$ cat src/hw/rtl/isdg_pkg.sv
// Shared types and constants for the image split descriptor generator.
package isdg_pkg;

	localparam int ADDR_W        = 32;
	localparam int DIM_W         = 16;
	localparam int DIV_CNT_W     = $clog2(DIM_W);
	localparam int MAX_PARTS_DEF = 64;

	localparam int COUNT_W = 7;
	localparam int ALIGN_W = 13;

	localparam int PADDR_W = 4;
	localparam int PDATA_W = 32;
	localparam int REG_IDX_W = 2;

	localparam logic [REG_IDX_W-1:0] REG_SCAN  = 2'd0;
	localparam logic [REG_IDX_W-1:0] REG_SPLIT = 2'd1;
	localparam logic [REG_IDX_W-1:0] REG_COUNT = 2'd2;
	localparam logic [REG_IDX_W-1:0] REG_ALIGN = 2'd3;

	typedef struct packed {
		logic             start;
		logic [DIM_W-1:0] dividend;
		logic [DIM_W-1:0] divisor;
	} div_req_t;

	typedef struct packed {
		logic             done;
		logic [DIM_W-1:0] quotient;
		logic [DIM_W-1:0] remainder;
	} div_rsp_t;

endpackage

$ cat src/hw/rtl/isdg_div.sv
// Bit-serial restoring divider, one quotient bit per cycle.
module isdg_div (
	input  logic               clk,
	input  logic               arst_n,
	input  isdg_pkg::div_req_t req,
	output isdg_pkg::div_rsp_t rsp
);
	import isdg_pkg::*;

	logic                 busy_q;
	logic                 done_q;
	logic [DIV_CNT_W-1:0] cnt_q;
	logic [DIM_W-1:0]     rem_q;
	logic [DIM_W-1:0]     quo_q;
	logic [DIM_W-1:0]     div_q;

	logic [DIM_W:0] shifted;
	logic [DIM_W:0] diff;
	logic           ge;
	logic [DIM_W-1:0] rem_next;

	// The partial remainder stays below the divisor, so the shifted value fits one extra bit.
	assign shifted  = {rem_q, quo_q[DIM_W-1]};
	assign diff     = shifted - {1'b0, div_q};
	assign ge       = shifted >= {1'b0, div_q};
	assign rem_next = ge ? diff[DIM_W-1:0] : shifted[DIM_W-1:0];

	always_ff @(posedge clk or negedge arst_n) begin
		if (!arst_n) begin
			busy_q <= 1'b0;
			done_q <= 1'b0;
			cnt_q  <= '0;
		end else begin
			done_q <= 1'b0;
			if (req.start) begin
				busy_q <= 1'b1;
				cnt_q  <= '0;
			end else if (busy_q) begin
				cnt_q <= cnt_q + DIV_CNT_W'(1);
				if (cnt_q == DIV_CNT_W'(DIM_W - 1)) begin
					busy_q <= 1'b0;
					done_q <= 1'b1;
				end
			end
		end
	end

	always_ff @(posedge clk) begin
		if (req.start) begin
			rem_q <= '0;
			quo_q <= req.dividend;
			div_q <= req.divisor;
		end else if (busy_q) begin
			rem_q <= rem_next;
			quo_q <= {quo_q[DIM_W-2:0], ge};
		end
	end

	assign rsp.done      = done_q;
	assign rsp.quotient  = quo_q;
	assign rsp.remainder = rem_q;

endmodule

$ cat src/hw/rtl/image_split_descriptor_generator.sv
// Top level of the image split descriptor generator: sequencer, registers and output stage.
//
//   channel   direction  handshake              contents
//   in        to block   in_valid / in_stall    base_addr, src_width, src_height, src_stride
//   out       from block out_valid / out_stall  part_addr, part_width, part_height,
//                                               part_stride, last_part
//   config    to block   APB psel/penable/...   scan_order, split_direction, part_count, alignment
//
// An item is accepted, then makes two passes through the shared serial divider, each ending
// with the quotient handed over, goes through the offset multiply and then yields one
// descriptor per part; a zero alignment skips the second pass.
// Reset clears the registers to their defaults and leaves the sequencer idle; no clearing pass.
// A stalled output holds the current descriptor and pauses the descriptor sequence.
// The input is not taken while a request is in work; a zero part count emits nothing.
module image_split_descriptor_generator #(
	parameter int MAX_PARTS = isdg_pkg::MAX_PARTS_DEF
) (
	input  logic                         clk,
	input  logic                         arst_n,

	input  logic                         in_valid,
	output logic                         in_stall,
	input  logic [isdg_pkg::ADDR_W-1:0]  base_addr,
	input  logic [isdg_pkg::DIM_W-1:0]   src_width,
	input  logic [isdg_pkg::DIM_W-1:0]   src_height,
	input  logic [isdg_pkg::DIM_W-1:0]   src_stride,

	output logic                         out_valid,
	input  logic                         out_stall,
	output logic [isdg_pkg::ADDR_W-1:0]  part_addr,
	output logic [isdg_pkg::DIM_W-1:0]   part_width,
	output logic [isdg_pkg::DIM_W-1:0]   part_height,
	output logic [isdg_pkg::DIM_W-1:0]   part_stride,
	output logic                         last_part,

	input  logic                         psel,
	input  logic                         penable,
	input  logic                         pwrite,
	input  logic [isdg_pkg::PADDR_W-1:0] paddr,
	input  logic [isdg_pkg::PDATA_W-1:0] pwdata,
	output logic [isdg_pkg::PDATA_W-1:0] prdata,
	output logic                         pready
);
	import isdg_pkg::*;

	localparam int CNT_W = $clog2(MAX_PARTS + 1);

	localparam logic [2:0] ST_IDLE = 3'd0;
	localparam logic [2:0] ST_DIV1 = 3'd1;
	localparam logic [2:0] ST_DIV2 = 3'd2;
	localparam logic [2:0] ST_MUL  = 3'd3;
	localparam logic [2:0] ST_EMIT = 3'd4;

	logic               cfg_scan_q;
	logic               cfg_split_q;
	logic [COUNT_W-1:0] cfg_count_q;
	logic [ALIGN_W-1:0] cfg_align_q;

	logic [2:0]        state_q;
	logic [ADDR_W-1:0] base_q;
	logic [DIM_W-1:0]  w_q;
	logic [DIM_W-1:0]  h_q;
	logic [DIM_W-1:0]  s_q;
	logic [CNT_W-1:0]  n_q;
	logic [DIM_W-1:0]  q1_q;
	logic [DIM_W-1:0]  size_q;
	logic [ADDR_W-1:0] offset_q;
	logic [ADDR_W-1:0] addr_q;
	logic [CNT_W-1:0]  idx_q;

	logic              out_valid_q;
	logic [ADDR_W-1:0] part_addr_q;
	logic [DIM_W-1:0]  part_width_q;
	logic [DIM_W-1:0]  part_height_q;
	logic [DIM_W-1:0]  part_stride_q;
	logic              last_part_q;

	logic [REG_IDX_W-1:0] reg_idx;
	logic                 cfg_wr;
	logic                 in_take;
	logic [CNT_W-1:0]     n_sat;
	logic                 emit_load;
	logic                 is_last;
	logic [DIM_W-1:0]     mul_a;
	logic [ADDR_W-1:0]    prod;

	div_req_t div_req;
	div_rsp_t div_rsp;

	isdg_div u_div (
		.clk    (clk),
		.arst_n (arst_n),
		.req    (div_req),
		.rsp    (div_rsp)
	);

	// Configuration port.
	assign reg_idx = paddr[PADDR_W-1:2];
	assign cfg_wr  = psel && penable && pwrite;
	assign pready  = 1'b1;

	always_ff @(posedge clk or negedge arst_n) begin
		if (!arst_n) begin
			cfg_scan_q  <= 1'b0;
			cfg_split_q <= 1'b0;
			cfg_count_q <= COUNT_W'(1);
			cfg_align_q <= ALIGN_W'(1);
		end else if (cfg_wr) begin
			unique case (reg_idx)
				REG_SCAN:  cfg_scan_q  <= pwdata[0];
				REG_SPLIT: cfg_split_q <= pwdata[0];
				REG_COUNT: cfg_count_q <= pwdata[COUNT_W-1:0];
				REG_ALIGN: cfg_align_q <= pwdata[ALIGN_W-1:0];
				default: ;
			endcase
		end
	end

	always_comb begin
		unique case (reg_idx)
			REG_SCAN:  prdata = PDATA_W'(cfg_scan_q);
			REG_SPLIT: prdata = PDATA_W'(cfg_split_q);
			REG_COUNT: prdata = PDATA_W'(cfg_count_q);
			REG_ALIGN: prdata = PDATA_W'(cfg_align_q);
			default:   prdata = '0;
		endcase
	end

	// Sequencer control.
	assign in_stall = (state_q != ST_IDLE);
	assign in_take  = in_valid && !in_stall;
	assign n_sat    = (32'(cfg_count_q) > 32'(MAX_PARTS)) ? CNT_W'(MAX_PARTS)
	                                                      : CNT_W'(cfg_count_q);

	// The first pass divides the split dimension by the part count, the second divides that
	// quotient by the alignment; its remainder rounds the quotient down to the alignment.
	always_comb begin
		div_req.start    = 1'b0;
		div_req.dividend = cfg_split_q ? src_height : src_width;
		div_req.divisor  = DIM_W'(n_sat);
		if (state_q == ST_DIV1) begin
			div_req.dividend = div_rsp.quotient;
			div_req.divisor  = DIM_W'(cfg_align_q);
			div_req.start    = div_rsp.done && (cfg_align_q != '0);
		end else if (in_take) begin
			div_req.start = (n_sat != '0);
		end
	end

	assign mul_a = (cfg_scan_q && cfg_split_q) ? w_q : s_q;
	assign prod  = ADDR_W'(mul_a) * ADDR_W'(size_q);

	assign emit_load = (state_q == ST_EMIT) && (!out_valid_q || !out_stall);
	assign is_last   = (idx_q == n_q - CNT_W'(1));

	always_ff @(posedge clk or negedge arst_n) begin
		if (!arst_n) begin
			state_q     <= ST_IDLE;
			out_valid_q <= 1'b0;
			size_q      <= '0;
		end else begin
			if (emit_load) begin
				out_valid_q <= 1'b1;
			end else if (out_valid_q && !out_stall) begin
				out_valid_q <= 1'b0;
			end

			unique case (state_q)
				ST_IDLE: begin
					if (in_take && (n_sat != '0)) begin
						state_q <= ST_DIV1;
					end
				end
				ST_DIV1: begin
					if (div_rsp.done) begin
						if (cfg_align_q == '0) begin
							size_q  <= '0;
							state_q <= ST_MUL;
						end else begin
							state_q <= ST_DIV2;
						end
					end
				end
				ST_DIV2: begin
					if (div_rsp.done) begin
						size_q  <= q1_q - div_rsp.remainder;
						state_q <= ST_MUL;
					end
				end
				ST_MUL: begin
					state_q <= ST_EMIT;
				end
				ST_EMIT: begin
					if (emit_load && is_last) begin
						state_q <= ST_IDLE;
					end
				end
				default: begin
					state_q <= ST_IDLE;
				end
			endcase
		end
	end

	always_ff @(posedge clk) begin
		if (in_take) begin
			base_q <= base_addr;
			w_q    <= src_width;
			h_q    <= src_height;
			s_q    <= src_stride;
			n_q    <= n_sat;
		end
		if ((state_q == ST_DIV1) && div_rsp.done) begin
			q1_q <= div_rsp.quotient;
		end
		if (state_q == ST_MUL) begin
			offset_q <= (!cfg_scan_q && !cfg_split_q) ? ADDR_W'(size_q) : prod;
			addr_q   <= base_q;
			idx_q    <= '0;
		end
		if (emit_load) begin
			part_addr_q   <= addr_q;
			part_width_q  <= cfg_split_q ? w_q : size_q;
			part_height_q <= cfg_split_q ? size_q : h_q;
			part_stride_q <= s_q;
			last_part_q   <= is_last;
			addr_q        <= addr_q + offset_q;
			idx_q         <= idx_q + CNT_W'(1);
		end
	end

	assign out_valid   = out_valid_q;
	assign part_addr   = part_addr_q;
	assign part_width  = part_width_q;
	assign part_height = part_height_q;
	assign part_stride = part_stride_q;
	assign last_part   = last_part_q;

endmodule

$ cat config.mk
export PLATFORM = sky130hd
export DESIGN_NAME = image_split_descriptor_generator
export DESIGN_NICKNAME = d
export VERILOG_FILES = /design/src/hw/rtl/isdg_pkg.sv /design/src/hw/rtl/isdg_div.sv /design/src/hw/rtl/image_split_descriptor_generator.sv
export SDC_FILE = /design/constraint.sdc
export NUM_CORES = 1
export LEC_CHECK = 0
export BUFFER_PORTS_ARGS = -buffer_cell sky130_fd_sc_hd__buf_4
export CAP_MARGIN = 0
export CORE_MARGIN = 3
export CORE_UTILIZATION = 60
export CTS_CLUSTER_SIZE = 16
export DETAILED_ROUTE_END_ITERATION = 7
export GPL_TIMING_DRIVEN = 0
export HOLD_SLACK_MARGIN = 0.05
export PLACE_DENSITY = 0.84
export SLEW_MARGIN = 20
export SYNTH_ARGS = -nofsm -noshare
export SYNTH_HDL_FRONTEND = slang
export SYNTH_HIERARCHICAL = 1
export SYNTH_SLANG_ARGS = --single-unit
export TNS_END_PERCENT = 10
$ cat constraint.sdc
create_clock -name clk -period 15.15 [get_ports clk]
set_clock_uncertainty 0.1 [all_clocks]
set_input_delay 0 -clock clk [delete_from_list [all_inputs] [get_ports clk]]
set_output_delay 0 -clock clk [all_outputs]
set_load 0.005 [all_outputs]
[Word level (Yosys, flattened, before mapping)]
Cells that the tools add are included.
Storage, ports and cells
  input port bits: 123
  register bits: 351
Operators by class
  multipliers: 1
  add/sub/neg operators: 6
  reduce and logical (&&, ||, !) cells: 34
  equality and inequality tests: 15
  $lt $le $gt $ge: 2
  multiplexer cells: 37
Operator list (count)
  $mux 16: 11
  $pmux 32 s4: 1
  $mux 32: 3
  $add 32x32->32: 1
  $mul 16x16->32: 1
  $pmux 16 s2: 1
  $sub 16x16->16: 2
  $mux 7: 3
  $ge 17x16->1: 1
  $pmux 3 s5: 1
  $logic_not 13->1: 1
  $reduce_bool 13->1: 1
  $mux 3: 4
  $logic_and 1x1->1: 11
  $mux 1: 11
  $reduce_and 2->1: 5
  $mux 4: 2
  $ne 2x1->1 const B: 4
  $reduce_and 4->1: 2
  $reduce_bool 2->1: 4
  $add 7x1->7 const B: 1
  $eq 7x7->1: 1
  $gt 7x7->1 const B: 1
  $reduce_bool 7->1: 1
  14 further kinds: 21

[Logic depth before layout (Yosys ltp)]
Gate-level depths: netlist of run 1.
  depth after elaboration: 7
  gate-level depth with buffers: 26
  mapped depth without buffers: 24

[Cells and area by module]
Netlist of run 1, hierarchy kept.
Modules (own cells, without submodules)
  image_split_descriptor_generator: instances 1, area each 22358.9 um^2, sequential area each 8710.9 um^2, cells each 2066
  isdg_div: instances 1, area each 3041.7 um^2, sequential area each 1431.4 um^2, cells each 281

[Worst setup path before layout of run 1]
OpenSTA, ideal clock, no wires.
  path kind: register -> register
  start point: register cfg_split_q
  end point: register offset_q[27], data pin
  library setup time: 0.266 ns
  arrival time: 6.874 ns
  path slack: 7.910 ns
  cell stages (with the launch flop): 25
  data required time: 14.784 ns
  cells stage by stage: dfrtp_1 clkbuf_1 nand2_1 clkbuf_1 mux2_2 clkbuf_1 nand2_1 fa_1 fa_1 fa_1 inv_1 fa_1 fa_1 inv_1 fa_1 inv_1 ha_1 a21o_1 or3b_1 a21oi_2 nor3_1 or4_4 a311oi_4 xor2_1 nor2_1
On the way
  longest elaborated chain between the ends: 3
  elaborated cells on any way between the ends: 5
  classes of those cells: mul (1); mux (1); reduce/logical (3)
RTL lines
  start: declaration: line image_split_descriptor_generator.sv:55  | logic cfg_split_q;
  start signal: assignment: line image_split_descriptor_generator.sv:111  | REG_SPLIT: cfg_split_q <= pwdata[0];
  $logic_and 1x1->1: line image_split_descriptor_generator.sv:150  | assign mul_a = (cfg_scan_q && cfg_split_q) ? w_q : s_q;
  $mux 16: line image_split_descriptor_generator.sv:150
  $mul 16x16->32: line image_split_descriptor_generator.sv:151  | assign prod = ADDR_W'(mul_a) * ADDR_W'(size_q);
  end signal: assignment: line image_split_descriptor_generator.sv:217  | offset_q <= (!cfg_scan_q && !cfg_split_q) ? ADDR_W'(size_q) : prod;
  end: declaration: line image_split_descriptor_generator.sv:67  | logic [ADDR_W-1:0] offset_q;
Several ways; a longest one is shown, not always the timed one.
A chain may end at the register's enable or synchronous reset.

[Worst setup path after layout of run 1]
Ends and elaborated chain as after synthesis.

==> results.cfg, run 1 <==
[place]
dp_cells = 3100
dp_hpwl_um = 48800
portBuffers = 195
gp_congestion = 0.966
place_ws_ns = 6.66

[synth]
syn_avg_cell_area_um2 = 10.8
synthAdderAreaFrac_pct = 23.9
synth_top_flop_cell = edfxtp_1
synth_compound_area_share_pct = 8.43
yosys-mux-area-fraction_pct = 5.47
syn_inst = 2347
syn_area_um2 = 25400
synth.yosys.warnings = 6
seq_area_frac_synth_pct = 39.9
synth_edf_count = 287
ys_types = 80
synth_top_family_by_area = adder cells
synth_xor_area_share_pct = 2.97
async_flop_share_pct = 13.7
synthSimpleGateAreaFrac_pct = 12.7
synth_seq_cells = 351

[global_route]
grt_pass1_vias = 19500
grt_first_pass_wirelength_um = 104000
antenna_found_initial = 0
grt_max_degree = 57
overflow = 0
grt_usage_pct = 29.7

[critical_path]
worstSetupEndpointType = register
path_class = reg -> reg
critPathLaunchType = register
r2r-end = offset_q[27]$_SDFFCE_PP0P_
worstPathArrival_ns = 8.89
r2r_cells = 24
path_max_fanout = 10
r2r-start = cfg_split_q$_DFFE_PN0P_
ff2ff_setup_slack_ns = 6.44
cp-endpoint = offset_q[27]$_SDFFCE_PP0P_
worstPathRequired_ns = 15.33
cp-startpoint = cfg_split_q$_DFFE_PN0P_

[clocking]
h-tree-depth = 2
clk_pin_slew_ns = 0.07
cts.sink_count = 351
clock_latency_ns = 0.58
cts-root-buf = clkbuf_16
cts_tree = done
cts_buffers = 38
cts_buffer_depth = 3

[floorplan]
core_area_um2 = 41300
io_pins = 239
die_area_um2 = 44800
die_width_um = 212
num_rows = 74
start_util_pct = 61.5
chipHeight_um = 212

[routing]
routed_wl_um = 66400
drtIter0Drc = 1664
route.detailed.drc = 0
routed_via_density = 5.77
ant_nets = 0
drt_pass1_iterations = 6
via_count = 19000
detail_route.wl_per_cell_um = 20.2

[finish]
final_cell_count_no_fill = 3291
fin_nets = 3218
num_antenna_cells = 0
syn_to_final_growth_pct = 19.5
num-fill-cells = 2736
drive_gt1_share_pct = 14.9

[sta]
setup_viol = 0
rsz0062_at_grt = no
final.min_clock_period_ns = 8.71
setup_slack_ns = 6.44
fin_crit_sh_pct = 57.5
final_max_slew_viol_count = 0
relSlewSlack_pct = 32.2
fmax_mhz = 115
hold_violations = 0
setup_tns_ns = 0
worst_slew_pin_slew_ns = 1.02

[power_and_ir_drop]
p_leak_nw = 13.5
peakVddDrop_mv = 0.127
p_per_area_nw_per_um2 = 116
power_mw = 3.51

[status]
status = finished clean

[hold_path]
hp-class = in -> reg

[run]
max_cap_viol_count = 0
==> metrics by stage <==
step                util, %  hold WS, ns  instance area (um2)
floorplan                 -       -0.396                25500
global placement       66.9      -0.0407                27600
detailed placement     67.2      -0.0315                27700
CTS                    73.5       0.0507                30400
global route           73.5       0.0545                30400
finish                 73.5       0.0568                30400
==> registers in the layout (all words and copies together), names as in the netlist, 32 cells and up <==
| register | count |
|---|---|
| base_q | 32 |
| offset_q | 32 |
| part_addr | 32 |
| addr_q | 32 |
==> final cells by class <==
cell class,instances,area [um2],share of cell area [%]
well taps,532,666,2.19
clock inverters,24,392,1.29
multi-input cells,1608,13700,45.0
inverters,288,1080,3.57
plain buffers,121,598,1.97
flip-flops and latches,351,10100,33.4
repair buffers,321,2810,9.25
clock buffers,46,1000,3.30
==> power breakdown <==
group / switching (mW) / internal [mW] / total (mW) / leakage (nW)
clock network: 0.394 / 0.646 / 1.04 / 0.674
registers: 0.0989 / 1.22 / 1.32 / 3.42
logic: 0.673 / 0.479 / 1.15 / 9.36
==> kinds of logic after synthesis <==
kind of cell,count (synthesis)
AO/OA/AOI/OAI,340
XOR/XNOR,86
adder cells (fa/ha/maj),366
buffers and inverters,409
flip-flops,351
multiplexers,126
other,2
AND/OR/NAND/NOR,667
==> repair_timing <==
action,4_1_cts,5_1_grt
endpoints found under the hold margin,198,0
gates resized for setup,0,0
buffers inserted,0,0
hold buffers,121,0
==> worst max-delay path, cell delays in order (launching register included) <==
cell	delay (ns)
dfrtp_1	0.36
clkbuf_1	0.22
nand2_1	0.47
clkbuf_1	0.60
mux2_2	0.40
clkbuf_1	0.49
nand2_1	0.22
fa_1	0.57
fa_1	0.52
fa_1	0.51
inv_1	0.06
fa_1	0.49
fa_1	0.49
inv_1	0.05
fa_1	0.47
inv_1	0.04
ha_1	0.32
a21o_1	0.20
or3b_1	0.39
a21oi_2	0.16
nor3_1	0.13
or4_4	0.58
a311oi_4	0.34
xor2_1	0.18
nor2_1	0.05
==> how the worst min path moves through the flow <==
stage / from / end / slack (ns) / cells past startpoint
finish: src_width[13] / w_q[13]$_DFFE_PP_ / 0.06 / 2
global route: src_width[13] / w_q[13]$_DFFE_PP_ / 0.05 / 2
CTS: src_stride[6] / s_q[6]$_DFFE_PP_ / 0.05 / 2
detailed placement: arst_n / cfg_align_q[11]$_DFFE_PN0P_ / -0.03 / 1
global placement: arst_n / cfg_align_q[11]$_DFFE_PN0P_ / -0.04 / 1
floorplan: arst_n / cfg_align_q[10]$_DFFE_PN0P_ / -0.40 / 0
==> cells in the final DEF, fill, tap and decap left out, drive strengths merged, types with 12 or more instances in the layout <==
cell and n:
nand2b 18, nor2b 25, inv 289, xnor2 43, a21oi 85, buf 234, nor3 27, o211ai 16
dlygate4sd3 120, nor2 75, mux2 92, nand3 29, xor2 43, mux2i 33, and3 24, conb 23
dfxtp 16, clkbuf 134, o21ai 116, edfxtp 287, and2 128, ha 169, dfrtp 46, a211oi 14
nand2 295, clkinv 12, nand4 12, fa 197, a21o 26
==> Yosys cell counts (11+ instances only) <==
master	instances	area, um2
and2_1	126	788
fa_1	197	3940
xnor2_1	43	377
buf_4	21	158
nand4_1	12	75.1
a21oi_1	84	420
o21ai_0	82	410
dfrtp_1	46	1150
nor2_1	75	282
nand2b_1	18	113
and3_1	24	150
dfxtp_1	16	320
edfxtp_1	287	8620
ha_1	169	2110
mux2_2	92	1040
nor2b_1	25	156
nor3_1	27	135
inv_1	288	1080
a31oi_1	11	68.8
a21o_1	24	180
mux2i_1	33	330
o21ai_1	32	160
xor2_1	43	377
a211oi_1	13	97.6
o211ai_1	15	113
clkbuf_1	85	319
nand3_1	28	140
nand2_1	292	1100
==> layer usage <==
layer / vias to the layer above / track usage (%) / wire (um)
li1: 8669 / - / -
met1: 9234 / 37.1 / 26000
met2: 892 / 51.4 / 32900
met3: 178 / 5.45 / 4750
met4: 0 / 11.8 / 2690
met5: - / 0 / 0
Note: power is estimated with default switching activity, not from simulation.
==> run 2, diff against run 1 <==
Settings changed: CORE_UTILIZATION 60 to 55, PLACE_DENSITY 0.84 to 0.81.
Clock period 15.15 ns to 7.53 ns, I/O delays scaled along.
==> results.cfg, run 2 (synthesis gave the netlist of run 1 again) <==
[global_route]
antenna_found_initial = 0
overflow = 0
grt.met3_usage_pct = 3.99
grt_pass1_vias = 19700
met2_usage_pct = 47.5
busiest_layer = met2
use_met1_pct = 34.6
grt_max_degree = 57
grt_first_pass_wirelength_um = 107000
grt_usage_pct = 27.3

[routing]
route.detailed.drc = 0
routed_wl_um = 67000
drtIter0Drc = 1642
drt_pass1_iterations = 5
detail_route.wl_per_cell_um = 19.8
routed_via_density = 5.63
ant_nets = 0
via_count = 19100

[place]
dp_hpwl_um = 50400
gp_congestion = 0.949
portBuffers = 195
placed_area_um2 = 27800
dp_cells = 3169

[floorplan]
start_util_pct = 55.9
num_rows = 78
core_area_um2 = 45500
io_pins = 239
die_width_um = 221
die_area_um2 = 48800
chipHeight_um = 221

[sta]
setup_tns_ns = 0
whs_ns = 0.0610
final.min_clock_period_ns = 7.24
worst_slew_pin_slew_ns = 1.09
final_max_slew_viol_count = 0
relSlewSlack_pct = 27.0
setup_viol = 0
fmax_mhz = 138
fin_crit_sh_pct = 96.2
hold_violations = 0

[critical_path]
worstPathArrival_ns = 7.44
critPathLaunchType = register
path_max_fanout = 10
path_class = reg -> reg
ff2ff_setup_slack_ns = 0.29
worstPathRequired_ns = 7.72
worstSetupEndpointType = register

[clocking]
h-tree-depth = 2
cts_buffers = 39
cts_buffer_depth = 3
cts.sink_count = 351
cts_tree = done
cts-root-buf = clkbuf_16
clock_latency_ns = 0.58
clk_pin_slew_ns = 0.06

[finish]
num_antenna_cells = 0
postLayoutCellArea_um2 = 30800
utilization_pct = 67.6
layout_commonest_cell = nand2_1
num-fill-cells = 3333
final_cell_count_no_fill = 3385
drive_gt1_share_pct = 15.4
syn_to_final_growth_pct = 21.1
most-common-layout-cells = nand2_1, edfxtp_1, inv_1, buf_4, fa_1
fin_nets = 3245

[power_and_ir_drop]
p_per_area_nw_per_um2 = 227
peakVddDrop_mv = 0.260
p_leak_nw = 13.6

[status]
status = finished clean

[hold_path]
hp-class = in -> reg

[run]
max_cap_viol_count = 0
==> run 2: cell types whose count changed in the layout (fill, tap and decap cells not counted), moves of 4 or more <==
cell | before | now
dlygate4sd3_1 | 120 | 145
clkbuf_1 | 92 | 76
buf_4 | 216 | 223
mux2_2 | 92 | 86
mux2_4 | 0 | 6
bufinv_16 | 10 | 6
clkbuf_2 | 0 | 4
==> run 2: critical path, stage by stage (launching register included) <==
cell and delay (ns):
dfrtp_2 0.50, nand2_8 0.15, mux2_2 0.44, clkbuf_1 0.31
and2_1 0.27, fa_1 0.48, inv_1 0.05, fa_1 0.41
fa_1 0.45, fa_1 0.48, inv_1 0.06, fa_1 0.53
inv_1 0.05, fa_1 0.47, inv_1 0.04, ha_1 0.23
a21o_1 0.18, or3b_1 0.39, a21oi_2 0.17, nor3_1 0.13
or4_4 0.48, a311oi_4 0.34, o21ai_2 0.09, mux2i_1 0.14
==> run 2: cell type report <==
cell class              count  area [um2]  area share, %
multi-input cells        1608       13700           44.6
flip-flops and latches    351       10100           33.0
repair buffers            353        3130           10.2
inverters                 288        1080           3.52
clock buffers              46        1020           3.32
well taps                 600         751           2.44
plain buffers             115         608           1.98
clock inverters            24         303          0.985
==> run 2: routing by layer <==
layer | share of wire, % | up-vias
li1 | - | 8729
met1 | 39 | 9264
met2 | 50 | 901
met3 | 7.0 | 170
met4 | 3.8 | 0
met5 | 0 | -
==> run 2: what timing repair did <==
action / 4_1_cts / 5_1_grt
hold endpoints to repair: 209 / 0
gates resized for setup: 23 / 11
hold buffers: 146 / 0
setup endpoints to repair: 18 / 6
buffers inserted: 0 / 6
pin swaps: 1 / 4
==> run 2: per-stage QoR <==
stage               setup slack, ns  total power, mW
detailed placement            -1.02             4.90
CTS                          0.0145             6.96
global placement              -2.82             4.79
floorplan                     0.290             4.21
finish                        0.287             6.99
global route              -0.000786             7.35
==> run 2: final timing paths <==
kind	startpoint	to	depth (start not counted)
setup / recovery	cfg_split_q$_DFFE_PN0P_	offset_q[29]$_SDFFCE_PP0P_	23
hold / removal	base_addr[25]	base_q[25]$_DFFE_PP_	2
setup reg to reg	cfg_split_q$_DFFE_PN0P_	offset_q[29]$_SDFFCE_PP0P_	23
hold reg to reg	s_q[1]$_DFFE_PP_	part_stride[1]$_DFFE_PP_	0
max in group asynchronous	arst_n	size_q[15]$_DFFE_PN0P_	4
min in group asynchronous	arst_n	cfg_count_q[0]$_DFFE_PN1P_	3
==> run 2: where the power goes <==
part	total (mW)	switching (mW)	internal, mW	leakage [nW]
combinational	2.35	1.35	1.00	9.56
sequential	2.66	0.210	2.45	3.42
clock	1.98	0.796	1.19	0.652
total	6.99	2.35	4.64	13.6
